===== src/rtl/core/mbpm_pkg.sv =====
// ----------------------------------------------------------------------------
// mbpm_pkg
// Shared constants, codes and control structs of the multicast buffer pool
// manager.
// ----------------------------------------------------------------------------
package mbpm_pkg;

  // pool geometry, both counts are powers of two
  localparam int MAX_DEST = 4;
  localparam int Q_DEPTH  = 4;
  localparam int POOL_MAX = MAX_DEST * Q_DEPTH;

  localparam int OP_W     = 2;
  localparam int HANDLE_W = $clog2(POOL_MAX);
  localparam int DEST_W   = $clog2(MAX_DEST);
  localparam int QPTR_W   = $clog2(Q_DEPTH);
  localparam int QLVL_W   = $clog2(Q_DEPTH + 1);
  localparam int FLVL_W   = $clog2(POOL_MAX + 1);
  localparam int CNT_W    = 3;
  localparam int REFS_W   = 3;
  localparam int SEQ_W    = 32;
  localparam int STAT_W   = 2;

  localparam logic [CNT_W-1:0] DEST_COUNT_RESET = CNT_W'(MAX_DEST);

  localparam logic [OP_W-1:0] OP_ALLOC   = 2'd0;
  localparam logic [OP_W-1:0] OP_PUBLISH = 2'd1;
  localparam logic [OP_W-1:0] OP_TAKE    = 2'd2;
  localparam logic [OP_W-1:0] OP_RELEASE = 2'd3;

  localparam logic [STAT_W-1:0] ST_OK        = 2'd0;
  localparam logic [STAT_W-1:0] ST_EMPTY     = 2'd1;
  localparam logic [STAT_W-1:0] ST_BAD       = 2'd2;
  localparam logic [STAT_W-1:0] ST_UNDERFLOW = 2'd3;

  typedef struct packed {
    logic              load;
    logic              cfg_write;
    logic              exec;
    logic              pub_step;
    logic              pub_fin;
    logic [DEST_W-1:0] dest_idx;
  } dp_cmd_t;

  typedef struct packed {
    logic [OP_W-1:0]  op;
    logic             handle_bad;
    logic [CNT_W-1:0] dest_count;
  } dp_stat_t;

endpackage


===== src/rtl/core/mbpm_ctrl.sv =====
// ----------------------------------------------------------------------------
// mbpm_ctrl
// Sequencer: accepts a command, runs the publish loop over the active
// destinations and raises the result strobe.
// ----------------------------------------------------------------------------
module mbpm_ctrl (
  input  logic               clk,
  input  logic               rst,
  input  logic               start,
  output logic               busy,
  output logic               done,
  input  logic               cfg_valid,
  output logic               cfg_ready,
  output mbpm_pkg::dp_cmd_t  cmd,
  input  mbpm_pkg::dp_stat_t stat
);

  localparam logic [1:0] S_IDLE = 2'd0;
  localparam logic [1:0] S_EXEC = 2'd1;
  localparam logic [1:0] S_PUB  = 2'd2;
  localparam logic [1:0] S_FIN  = 2'd3;

  logic [1:0]                  state;
  logic [1:0]                  state_next;
  logic [mbpm_pkg::DEST_W-1:0] idx;
  logic [mbpm_pkg::DEST_W-1:0] idx_next;
  logic                        done_next;
  logic                        last_dest;

  assign busy      = (state != S_IDLE);
  assign cfg_ready = (state == S_IDLE);
  assign last_dest = (mbpm_pkg::CNT_W'(idx) == stat.dest_count - mbpm_pkg::CNT_W'(1));

  always_comb begin
    state_next    = state;
    idx_next      = idx;
    done_next     = 1'b0;
    cmd           = '0;
    cmd.cfg_write = cfg_valid && cfg_ready;
    cmd.dest_idx  = idx;
    case (state)
      S_IDLE: begin
        if (start) begin
          cmd.load   = 1'b1;
          state_next = S_EXEC;
        end
      end
      S_EXEC: begin
        cmd.exec = 1'b1;
        if (stat.op == mbpm_pkg::OP_PUBLISH && !stat.handle_bad) begin
          idx_next   = '0;
          state_next = S_PUB;
        end else begin
          done_next  = 1'b1;
          state_next = S_IDLE;
        end
      end
      S_PUB: begin
        cmd.pub_step = 1'b1;
        if (last_dest) begin
          state_next = S_FIN;
        end else begin
          idx_next = idx + mbpm_pkg::DEST_W'(1);
        end
      end
      S_FIN: begin
        cmd.pub_fin = 1'b1;
        done_next   = 1'b1;
        state_next  = S_IDLE;
      end
      default: begin
        state_next = S_IDLE;
      end
    endcase
  end

  always_ff @(posedge clk) begin
    if (rst) begin
      state <= S_IDLE;
      idx   <= '0;
      done  <= 1'b0;
    end else begin
      state <= state_next;
      idx   <= idx_next;
      done  <= done_next;
    end
  end

endmodule


===== src/rtl/core/mbpm_datapath.sv =====
// ----------------------------------------------------------------------------
// mbpm_datapath
// Free list, destination queues, per-handle sequence numbers and reference
// counts, plus the result registers.
// ----------------------------------------------------------------------------
module mbpm_datapath (
  input  logic                          clk,
  input  logic                          rst,
  input  mbpm_pkg::dp_cmd_t             cmd,
  output mbpm_pkg::dp_stat_t            stat,
  input  logic [mbpm_pkg::CNT_W-1:0]    cfg_data,
  input  logic [mbpm_pkg::OP_W-1:0]     op,
  input  logic [mbpm_pkg::HANDLE_W-1:0] handle,
  input  logic [mbpm_pkg::DEST_W-1:0]   dest_id,
  input  logic [mbpm_pkg::SEQ_W-1:0]    seq_in,
  output logic [mbpm_pkg::STAT_W-1:0]   status,
  output logic [mbpm_pkg::HANDLE_W-1:0] handle_out,
  output logic [mbpm_pkg::SEQ_W-1:0]    seq_out,
  output logic [mbpm_pkg::CNT_W-1:0]    accepted
);

  localparam int POOL_MAX = mbpm_pkg::POOL_MAX;
  localparam int MAX_DEST = mbpm_pkg::MAX_DEST;
  localparam int HANDLE_W = mbpm_pkg::HANDLE_W;
  localparam int FLVL_W   = mbpm_pkg::FLVL_W;
  localparam int QLVL_W   = mbpm_pkg::QLVL_W;
  localparam int QPTR_W   = mbpm_pkg::QPTR_W;
  localparam int CNT_W    = mbpm_pkg::CNT_W;
  localparam int REFS_W   = mbpm_pkg::REFS_W;

  logic [CNT_W-1:0]           dest_count;
  logic [HANDLE_W-1:0]        free_ring [POOL_MAX];
  logic [HANDLE_W-1:0]        free_head;
  logic [FLVL_W-1:0]          free_level;
  logic [HANDLE_W-1:0]        dest_ring [POOL_MAX];
  logic [QPTR_W-1:0]          dest_head [MAX_DEST];
  logic [QLVL_W-1:0]          dest_level [MAX_DEST];
  logic [mbpm_pkg::SEQ_W-1:0] buffer_seq [POOL_MAX];
  logic [REFS_W-1:0]          buffer_refs [POOL_MAX];

  // latched command
  logic [mbpm_pkg::OP_W-1:0]   op_q;
  logic [HANDLE_W-1:0]         handle_q;
  logic [mbpm_pkg::DEST_W-1:0] dest_q;
  logic [mbpm_pkg::SEQ_W-1:0]  seq_q;
  logic [CNT_W-1:0]            acc;

  logic [CNT_W-1:0]    refill_count;
  logic [FLVL_W-1:0]   pool_size;
  logic                handle_bad;
  logic                dest_bad;
  logic [HANDLE_W-1:0] alloc_h;
  logic                head_wrap;
  logic [HANDLE_W-1:0] take_h;
  logic [REFS_W-1:0]   refs_cur;
  logic                release_ok;
  logic                pub_room;
  logic [QPTR_W-1:0]   pub_tail;
  logic                push_en;
  logic                push_room;
  logic [FLVL_W-1:0]   push_sum;
  logic [FLVL_W-1:0]   push_idx;

  always_comb begin
    if (rst) begin
      refill_count = mbpm_pkg::DEST_COUNT_RESET;
    end else if (cfg_data == '0) begin
      refill_count = CNT_W'(1);
    end else if (cfg_data > CNT_W'(MAX_DEST)) begin
      refill_count = CNT_W'(MAX_DEST);
    end else begin
      refill_count = cfg_data;
    end
  end

  assign pool_size  = FLVL_W'(dest_count * mbpm_pkg::Q_DEPTH);
  assign handle_bad = (FLVL_W'(handle_q) >= pool_size);
  assign dest_bad   = (CNT_W'(dest_q) >= dest_count);
  assign alloc_h    = free_ring[free_head];
  assign head_wrap  = (FLVL_W'(free_head) == pool_size - FLVL_W'(1));
  assign take_h     = dest_ring[{dest_q, dest_head[dest_q]}];
  assign refs_cur   = buffer_refs[handle_q];
  assign release_ok = !handle_bad && (refs_cur != '0);

  assign pub_room = (dest_level[cmd.dest_idx] < QLVL_W'(mbpm_pkg::Q_DEPTH));
  assign pub_tail = dest_head[cmd.dest_idx] + QPTR_W'(dest_level[cmd.dest_idx]);

  // handle goes back to the free list when its last reference drops or no queue accepts it on publish
  assign push_en   = (cmd.exec && op_q == mbpm_pkg::OP_RELEASE && release_ok &&
                      refs_cur == REFS_W'(1)) ||
                     (cmd.pub_fin && acc == '0);
  assign push_room = (free_level < pool_size);
  assign push_sum  = FLVL_W'(free_head) + free_level;
  assign push_idx  = (push_sum >= pool_size) ? (push_sum - pool_size) : push_sum;

  assign stat.op         = op_q;
  assign stat.handle_bad = handle_bad;
  assign stat.dest_count = dest_count;

  always_ff @(posedge clk) begin
    if (rst || cmd.cfg_write) begin
      dest_count <= refill_count;
      for (int i = 0; i < POOL_MAX; i++) begin
        free_ring[i]   <= HANDLE_W'(i);
        buffer_refs[i] <= '0;
      end
      for (int i = 0; i < MAX_DEST; i++) begin
        dest_head[i]  <= '0;
        dest_level[i] <= '0;
      end
      free_head  <= '0;
      free_level <= FLVL_W'(refill_count * mbpm_pkg::Q_DEPTH);
    end else begin
      if (cmd.exec) begin
        case (op_q)
          mbpm_pkg::OP_ALLOC: begin
            if (free_level != '0) begin
              free_head  <= head_wrap ? '0 : free_head + HANDLE_W'(1);
              free_level <= free_level - FLVL_W'(1);
            end
          end
          mbpm_pkg::OP_TAKE: begin
            if (!dest_bad && dest_level[dest_q] != '0) begin
              dest_head[dest_q]  <= dest_head[dest_q] + QPTR_W'(1);
              dest_level[dest_q] <= dest_level[dest_q] - QLVL_W'(1);
            end
          end
          mbpm_pkg::OP_RELEASE: begin
            if (release_ok) begin
              buffer_refs[handle_q] <= refs_cur - REFS_W'(1);
            end
          end
          default: begin
          end
        endcase
      end
      if (cmd.pub_step && pub_room) begin
        dest_level[cmd.dest_idx] <= dest_level[cmd.dest_idx] + QLVL_W'(1);
      end
      if (cmd.pub_fin) begin
        buffer_refs[handle_q] <= REFS_W'(acc);
      end
      if (push_en && push_room) begin
        free_ring[push_idx[HANDLE_W-1:0]] <= handle_q;
        free_level <= free_level + FLVL_W'(1);
      end
    end
  end

  always_ff @(posedge clk) begin
    if (cmd.load) begin
      op_q     <= op;
      handle_q <= handle;
      dest_q   <= dest_id;
      seq_q    <= seq_in;
    end
    if (cmd.exec) begin
      status     <= mbpm_pkg::ST_OK;
      handle_out <= '0;
      seq_out    <= '0;
      accepted   <= '0;
      case (op_q)
        mbpm_pkg::OP_ALLOC: begin
          if (free_level == '0) begin
            status <= mbpm_pkg::ST_EMPTY;
          end else begin
            handle_out <= alloc_h;
          end
        end
        mbpm_pkg::OP_PUBLISH: begin
          if (handle_bad) begin
            status <= mbpm_pkg::ST_BAD;
          end else begin
            buffer_seq[handle_q] <= seq_q;
            acc                  <= '0;
          end
        end
        mbpm_pkg::OP_TAKE: begin
          if (dest_bad) begin
            status <= mbpm_pkg::ST_BAD;
          end else if (dest_level[dest_q] == '0) begin
            status <= mbpm_pkg::ST_EMPTY;
          end else begin
            handle_out <= take_h;
            seq_out    <= buffer_seq[take_h];
          end
        end
        mbpm_pkg::OP_RELEASE: begin
          if (handle_bad) begin
            status <= mbpm_pkg::ST_BAD;
          end else if (refs_cur == '0) begin
            status <= mbpm_pkg::ST_UNDERFLOW;
          end
        end
        default: begin
        end
      endcase
    end
    if (cmd.pub_step && pub_room) begin
      dest_ring[{cmd.dest_idx, pub_tail}] <= handle_q;
      acc <= acc + CNT_W'(1);
    end
    if (cmd.pub_fin) begin
      accepted <= acc;
    end
  end

endmodule


===== src/rtl/core/multicast_buffer_pool_manager.sv =====
// ----------------------------------------------------------------------------
// multicast_buffer_pool_manager
// Reference-counted pool of buffer handles with a free list and one queue
// per active destination.
// ----------------------------------------------------------------------------
//  channel   | handshake               | payload
//  ----------+-------------------------+----------------------------------------
//  command   | start, busy             | op, handle, dest_id, seq_in
//  result    | done (one-cycle strobe) | status, handle_out, seq_out, accepted
//  config    | cfg_valid, cfg_ready    | cfg_data (dest_count)
//
//  allocate, take and release: done follows the exec state, and the next
//  command is accepted in the done cycle. publish: exec, then one queue per
//  cycle in the destination loop, then the finish state. a config write
//  refills the pool and is taken only while busy is low. synchronous reset
//  restores dest_count 4 and a full free list. results cannot be stalled.
// ----------------------------------------------------------------------------
module multicast_buffer_pool_manager (
  input  logic                          clk,
  input  logic                          rst,
  input  logic                          start,
  output logic                          busy,
  input  logic [mbpm_pkg::OP_W-1:0]     op,
  input  logic [mbpm_pkg::HANDLE_W-1:0] handle,
  input  logic [mbpm_pkg::DEST_W-1:0]   dest_id,
  input  logic [mbpm_pkg::SEQ_W-1:0]    seq_in,
  output logic                          done,
  output logic [mbpm_pkg::STAT_W-1:0]   status,
  output logic [mbpm_pkg::HANDLE_W-1:0] handle_out,
  output logic [mbpm_pkg::SEQ_W-1:0]    seq_out,
  output logic [mbpm_pkg::CNT_W-1:0]    accepted,
  input  logic                          cfg_valid,
  output logic                          cfg_ready,
  input  logic [mbpm_pkg::CNT_W-1:0]    cfg_data
);

  mbpm_pkg::dp_cmd_t  cmd;
  mbpm_pkg::dp_stat_t stat;

  mbpm_ctrl u_ctrl (
    .clk       (clk),
    .rst       (rst),
    .start     (start),
    .busy      (busy),
    .done      (done),
    .cfg_valid (cfg_valid),
    .cfg_ready (cfg_ready),
    .cmd       (cmd),
    .stat      (stat)
  );

  mbpm_datapath u_datapath (
    .clk        (clk),
    .rst        (rst),
    .cmd        (cmd),
    .stat       (stat),
    .cfg_data   (cfg_data),
    .op         (op),
    .handle     (handle),
    .dest_id    (dest_id),
    .seq_in     (seq_in),
    .status     (status),
    .handle_out (handle_out),
    .seq_out    (seq_out),
    .accepted   (accepted)
  );

endmodule

===== config.mk =====
export PLATFORM = sky130hd
export DESIGN_NAME = multicast_buffer_pool_manager
export DESIGN_NICKNAME = d
export VERILOG_FILES = /design/src/rtl/core/mbpm_pkg.sv /design/src/rtl/core/mbpm_ctrl.sv /design/src/rtl/core/mbpm_datapath.sv /design/src/rtl/core/multicast_buffer_pool_manager.sv
export SDC_FILE = /design/constraint.sdc
export NUM_CORES = 1
export LEC_CHECK = 0
export ABC_AREA = 0
export BUFFER_PORTS_ARGS = -buffer_cell sky130_fd_sc_hd__buf_2
export CAP_MARGIN = 20
export CELL_PAD_IN_SITES_DETAIL_PLACEMENT = 1
export CELL_PAD_IN_SITES_GLOBAL_PLACEMENT = 2
export CORE_MARGIN = 2
export CORE_UTILIZATION = 35
export DETAILED_ROUTE_END_ITERATION = 16
export GPL_TIMING_DRIVEN = 0
export PLACE_DENSITY_LB_ADDON = 0.1
export SKIP_CTS_REPAIR_TIMING = 1
export SLEW_MARGIN = 40
export SYNTH_ARGS = -nofsm -noshare
export SYNTH_HDL_FRONTEND = slang
export SYNTH_SLANG_ARGS = --single-unit

===== constraint.sdc =====
create_clock -name clk -period 5 [get_ports clk]
set_clock_uncertainty 0.05 [all_clocks]
set_input_delay 0.5 -clock clk [delete_from_list [all_inputs] [get_ports clk]]
set_output_delay 0.5 -clock clk [all_outputs]
set_load 0.02 [all_outputs]

# Word-level counts from Yosys, hierarchy flattened
# Memories as Yosys holds them, arrays and structs flattened. A register that Yosys moved wholly into a read port is not among the register bits.
# Cells that the tools add are included.
# word_totals
regBits,69
latch_bits,0
mem_bits_rw,708
rom_bits,0
output_inout_bits,44
elab_cells,196
mem_count,6
# memory_table
name,depth,word_bits,read_ports,rd_clocked_by_memory_dff,write_ports,line_no,source
u_datapath.buffer_seq,16,32,1,1,1,mbpm_datapath.sv:38,logic [mbpm_pkg::SEQ_W-1:0] buffer_seq [POOL_MAX];
u_datapath.dest_ring,16,4,1,0,1,mbpm_datapath.sv:35,logic [HANDLE_W-1:0] dest_ring [POOL_MAX];
u_datapath.free_ring,16,4,1,1,16,mbpm_datapath.sv:32,logic [HANDLE_W-1:0] free_ring [POOL_MAX];
u_datapath.buffer_refs,16,3,1,1,16,mbpm_datapath.sv:39,logic [REFS_W-1:0] buffer_refs [POOL_MAX];
u_datapath.dest_level,4,3,2,2,4,mbpm_datapath.sv:37,logic [QLVL_W-1:0] dest_level [MAX_DEST];
u_datapath.dest_head,4,2,2,2,4,mbpm_datapath.sv:36,logic [QPTR_W-1:0] dest_head [MAX_DEST];
# classes
n_addsub,14
n_mul,0
div_mod_pow,0
order_cmp,6
eq_ne,14
shifts,0
muxes,92
bitwise_logic,2
n_reduce_logical,47
# ops
operator,count
2-to-1 mux 4 bit,11
2-to-1 mux 1 bit,39
2-to-1 mux 3 bit,13
2-to-1 mux 2 bit,19
2-to-1 mux 5 bit,5
one-hot mux 2 bit (4 select lines),2
nonzero test 2 bit,8
AND reduction 3 bit,5
nonzero test 3 bit,5
zero test 3 bit,4
OR reduction 3 bit,4
logical AND 1 bit,10
subtractor 5 x 1 -> 5 bit (second input constant),2
subtractor 3 x 1 -> 3 bit (second input constant),3
equality test 2 bit (second input constant),4
one-hot mux 4 bit (2 select lines),1
adder 3 x 1 -> 3 bit (second input constant),2
!= test 2 bit (second input constant),3
adder 4 x 5 -> 5 bit,1
adder 5 x 1 -> 5 bit (second input constant),1
equality test 4 x 5 -> 1 bit,1
greater-or-equal comparator 4 x 5 -> 1 bit,1
greater-or-equal comparator 5 bit,1
zero test 5 bit,1
other kinds (23),29

# Depth between registers and ports, before layout
# logic_depth
depth_word,12
mapped_depth,19
ltp_nobuf,17

# Hierarchy
# From an unflattened synthesis, not the netlist that was laid out.
# hier_totals
hier_cells,2218
hier_area_um2,33983.8
# modules_own_cells
mod,instances,cells_per_inst,area_each_um2,seq_area_each_um2
mbpm_datapath,1,2185,33698.6,24283.3
mbpm_ctrl,1,33,285.3,100.1

# Worst setup path after synthesis
# OpenSTA, ideal clock, no wires.
# synth_path
kind,register to register
startpoint,reg u_ctrl.state[0]
endpoint,"mem u_datapath.buffer_seq[2][0] (netlist name), enable pin"
t_arrival_ps,4740
t_required_ps,4489
setup_slack_ps,-251
path_stages_with_launch,7
n_path_buf,1
synth_period_minus_slack_ps,5251
cell_sequence,dfxtp_1 ha_1 clkbuf_1 nor4b_1 and2_1 nand2_1 nor3_1
# synth_between
elab_chain_len,4
# synth_rtl
item,line_no,source
from (decl),mbpm_ctrl.sv:23,logic [1:0] state;
from (signal assigned),mbpm_ctrl.sv:83,state <= state_next;
equality test 2 x 1 -> 1 bit,mbpm_ctrl.sv:41,case (state)
2-to-1 mux 1 bit,mbpm_ctrl.sv:41,
2-to-1 mux 1 bit,mbpm_datapath.sv:157,if (cmd.exec) begin
2-to-1 mux 1 bit (not written as such),mbpm_datapath.sv:174,buffer_seq[handle_q] <= seq_q;
to (decl),mbpm_datapath.sv:38,
# Every way passes these cells.

# Final worst setup path
# layout_path
startpoint,reg u_datapath.dest_q[0] (netlist name)
endpoint,"reg u_datapath.seq_out[0] (netlist name), data pin"
# layout_between
elab_chain_len,2
word_cells_on_any_way,3
cone_classes,order compare: 1; reduce/logical: 1; memory: 1
# layout_rtl
item,line_no,source
from (decl),mbpm_datapath.sv:44,logic [mbpm_pkg::DEST_W-1:0] dest_q;
from (signal assigned),mbpm_datapath.sv:154,dest_q <= dest_id;
greater-or-equal comparator 2 x 3 -> 1 bit,mbpm_datapath.sv:78,assign dest_bad = (CNT_W'(dest_q) >= dest_count);
OR reduction 3 bit (no source line),--,
to (signal assigned),mbpm_datapath.sv:185,seq_out <= buffer_seq[take_h];
to (decl),mbpm_datapath.sv:18,"output logic [mbpm_pkg::SEQ_W-1:0] seq_out,"
# Several ways; a longest one is shown, not always the timed one.
# A chain may end at the register's enable or synchronous reset.

==> impl_metrics.tcl <==
set metrics [dict create \
    cap_violations 0 \
    viasPerCell 5.36 \
    cp_slowest_cell "a221oi_1" \
    critPathMaxStageDelay_ns 0.51 \
    die_h_um 317 \
    fillers 9772 \
    max_freq_mhz 211 \
    fin_cells 3963 \
    synth_cell_types 66 \
    path_clk_slew_ns 0.06 \
    grt.overflow.total 0 \
    status "complete, no violations" \
    rsz0062_at_grt "no" \
    startpoint_type "register" \
    min_from "seq_in[2]" \
    cts-root-buf "clkbuf_16" \
    synth_top_flop_cell "edfxtp_1" \
    syn-instance-count 2337 \
    async_reset_ff_share_pct 0 \
    power_density_nw_per_um2 418 \
    initial_utilization_pct 35.4 \
    post-route-util_pct 42.3 \
    yosysWarnings 0 \
    via_count 21300 \
    drv_slew 0 \
    rows 114 \
    synth-seq-cells 821 \
    synth_top_area_cell "edfxtp_1" \
    crit_top_cell "clkbuf_1" \
    insertion_delay_ns 0.67 \
    power.leakage_nw 13.7 \
    synth_area_sq_um 34200 \
    drive_gt1_share_pct 17.9 \
    crit_path_end_kind "register" \
    ant_nets 0 \
    syn_area_per_cell_sq_um 14.6 \
    reg2reg_from "u_datapath.dest_q[0]" \
    cp-startpoint "u_datapath.dest_q[0]" \
    hold_viol 0 \
    synth_top_area_share_pct 70.1 \
    nNetsFinal 2697 \
    cts_sinks 821 \
    drt-initial-drc-count 1753 \
    p_int_w 0.0125 \
    worst_pin_slew_ns 0.852 \
    post-place-ws_ns -0.182 \
    tritoncts "done" \
    combPwrFrac_pct 13.2 \
    stdcell_area_sq_um 40900 \
    layout_min_cycle_time_ns 4.74 \
    required_ns 5.41 \
    yosys-top-cells-area "edfxtp_1, mux4_2, a21oi_1" \
    p_sw_share_pct 26.6 \
    synthesis.nets 2421 \
    numCtsBuffers 94 \
    power_frac_seq_pct 46.4 \
    io_pins 91 \
    fin_ws_ns 0.264 \
    clockBufferDepth 3 \
    h-tree-depth 3 \
    placed_cell_area_sq_um 37400 \
    grt_pass1_wl_um 156000 \
    crit_type "reg -> reg" \
    drtPass1Iterations 5 \
    power.net_switching_w 0.00454 \
    routedWlPerCell_um 27.1 \
    dp_hpwl_um 76500 \
    ir_worst_vdd_mv 0.243 \
    drcViolationCount 0 \
    numPortBuffers 90 \
    finalPower_w 0.0171 \
    pwr-share-clk_pct 40.4 \
    gp_congestion 0.763 \
    grt_pass1_vias 22500 \
    grt_start_max_net_pins 30 \
    antenna_found_initial 0 \
    routed_wl_um 107000 \
    synth_edf_count 798 \
    fp.dieW_um 317 \
    cp.arrival_ns 5.15 \
    setup_viol 0 \
    core_sq_um 96700 \
    period_share_pct 94.7 \
    crit_path_cell_trace "clkbuf_1, inv_2, ha_1, nand2b_1, a21oi_1, nor2_1, and4b_1, clkbuf_1, nand2_1, or2_1, clkbuf_2, clkbuf_1, a221oi_1, nand3b_1" \
    yosysSeqAreaShare_pct 71.4 \
    dieArea_sq_um 100000 \
    critPathMaxFanout 10 \
    grtUsageTotal_pct 21.6 \
    dpl.cell_count 3753 \
    area_growth_pct 19.5 \
    slew_headroom_pct 41.6 \
    holdCritPathClass "in -> reg" \
]
-- power groups by stage --
| stage | combinational [W] | sequential [W] | clock, W |
|---|---|---|---|
| global placement | 0.00217 | 0.00808 | 0 |
| CTS | 0.00228 | 0.00793 | 0.00705 |
| global route | 0.00247 | 0.00795 | 0.00731 |
| detailed placement | 0.00227 | 0.00808 | 0 |
| floorplan | 0.00127 | 0.00803 | 0 |
| finish | 0.00226 | 0.00793 | 0.00690 |
-- cell usage after synthesis, types with 35 or more instances --
cell type and count:
nor4_1 48, edfxtp_1 798, ha_1 35, mux2_2 40
nand2b_1 50, inv_1 36, o21ai_0 147, nand2_1 138
a21oi_1 178, and2_1 39, clkbuf_1 138, and3_1 52
mux4_2 54, nor2_1 97, nand3_1 143
-- cell type report --
cell class                 count  area (sq um)  area share (%)
sequential                   821         24400            59.7
timing repair buffer         180          1730            4.22
buffer                       163           729            1.78
clock inverter                53           561            1.37
multi-input combinational   1316          9190            22.5
tap                         1276          1600            3.91
antenna                        1          2.50         0.00612
inverter                      37           141           0.346
clock buffer                 116          2510            6.14
-- path summary, 6_finish.rpt --
check                             to  slack (ns)  depth (start not counted)
max            u_datapath.seq_out[0]        0.26                         14
min              u_datapath.seq_q[2]        0.06                          1
max reg2reg    u_datapath.seq_out[0]        0.26                         14
min reg2reg  u_datapath.free_head[3]        0.53                          2
-- state kept, by name, indices dropped and copies added, names as in the netlist, 4 cells and up, named ones only --
| signal | cells |
|---|---|
| u_datapath.buffer_seq | 512 |
| u_datapath.dest_ring | 64 |
| u_datapath.free_ring | 64 |
| u_datapath.buffer_refs | 48 |
| u_datapath.seq_out | 32 |
| u_datapath.seq_q | 32 |
| u_datapath.dest_level | 12 |
| u_datapath.dest_head | 8 |
| u_datapath.free_level | 5 |
| u_datapath.free_head | 4 |
| u_datapath.handle_out | 4 |
| u_datapath.handle_q | 4 |
-- through the flow --
step | setup TNS, ns | hold WS [ns]
final | 0 | 0.0589
after global routing | 0 | 0.0306
after CTS | -0.736 | -0.0830
after detailed placement | -0.591 | 0.527
after global placement | -1710.76 | 0.500
after floorplan | 0 | 0.451
-- layout by cell type, fill, tap and decap left out, types with 16 or more instances in the layout --
| cell | instances |
|---|---|
| dfxtp_1 | 23 |
| mux4_2 | 54 |
| o211ai_1 | 33 |
| mux2_2 | 40 |
| nand3_1 | 143 |
| clkinv_1 | 17 |
| clkbuf_16 | 97 |
| dlygate4sd3_1 | 39 |
| and3_1 | 52 |
| nor4_1 | 43 |
| ha_1 | 34 |
| clkbuf_2 | 23 |
| nor2_1 | 85 |
| clkinv_2 | 17 |
| edfxtp_1 | 798 |
| nand3b_1 | 34 |
| buf_2 | 102 |
| a21oi_1 | 177 |
| and2_1 | 39 |
| nand2_1 | 137 |
| o21ai_0 | 147 |
| inv_1 | 35 |
| buf_8 | 16 |
| a21oi_2 | 31 |
| a221oi_1 | 32 |
| buf_6 | 20 |
| nand2b_1 | 50 |
| clkbuf_1 | 135 |
| mux2i_1 | 29 |
| a211o_1 | 32 |
-- routing by layer --
| metal | global-route usage, % | vias up | share of wire [%] | wire length, um |
|---|---|---|---|---|
| met3 | 2.86 | 116 | 3.8 | 4030 |
| li1 | - | 9600 | - | - |
| met1 | 28.4 | 11100 | 44 | 46700 |
| met2 | 37.7 | 419 | 51 | 54600 |
| met5 | 0 | - | 0 | 0 |
| met4 | 5.50 | 0 | 1.7 | 1870 |
-- worst max-delay path: cells and delay by family, from the launching register on --
kind / cells / cell delay [ns]
simple gates: 6 / 1.34
compound gates: 2 / 0.79
buf+inv: 5 / 1.70
flops: 1 / 0.31
fa+ha+maj: 1 / 0.34
-- kinds of logic (layout without fill, tap and decap cells) --
| logic type | Yosys count | after routing | synth area share (%) |
|---|---|---|---|
| flip-flops | 821 | 821 | 71.4 |
| AND/OR/NAND/NOR | 642 | 642 | 9.64 |
| AO/OA/AOI/OAI | 492 | 492 | 8.80 |
| buffers and inverters | 200 | 549 | 2.45 |
| multiplexers | 125 | 125 | 5.79 |
| adder cells (fa/ha/maj) | 37 | 37 | 1.40 |
| XOR/XNOR | 20 | 20 | 0.512 |
| other | 0 | 1 | 0 |
(Power assumes the default switching activity.)
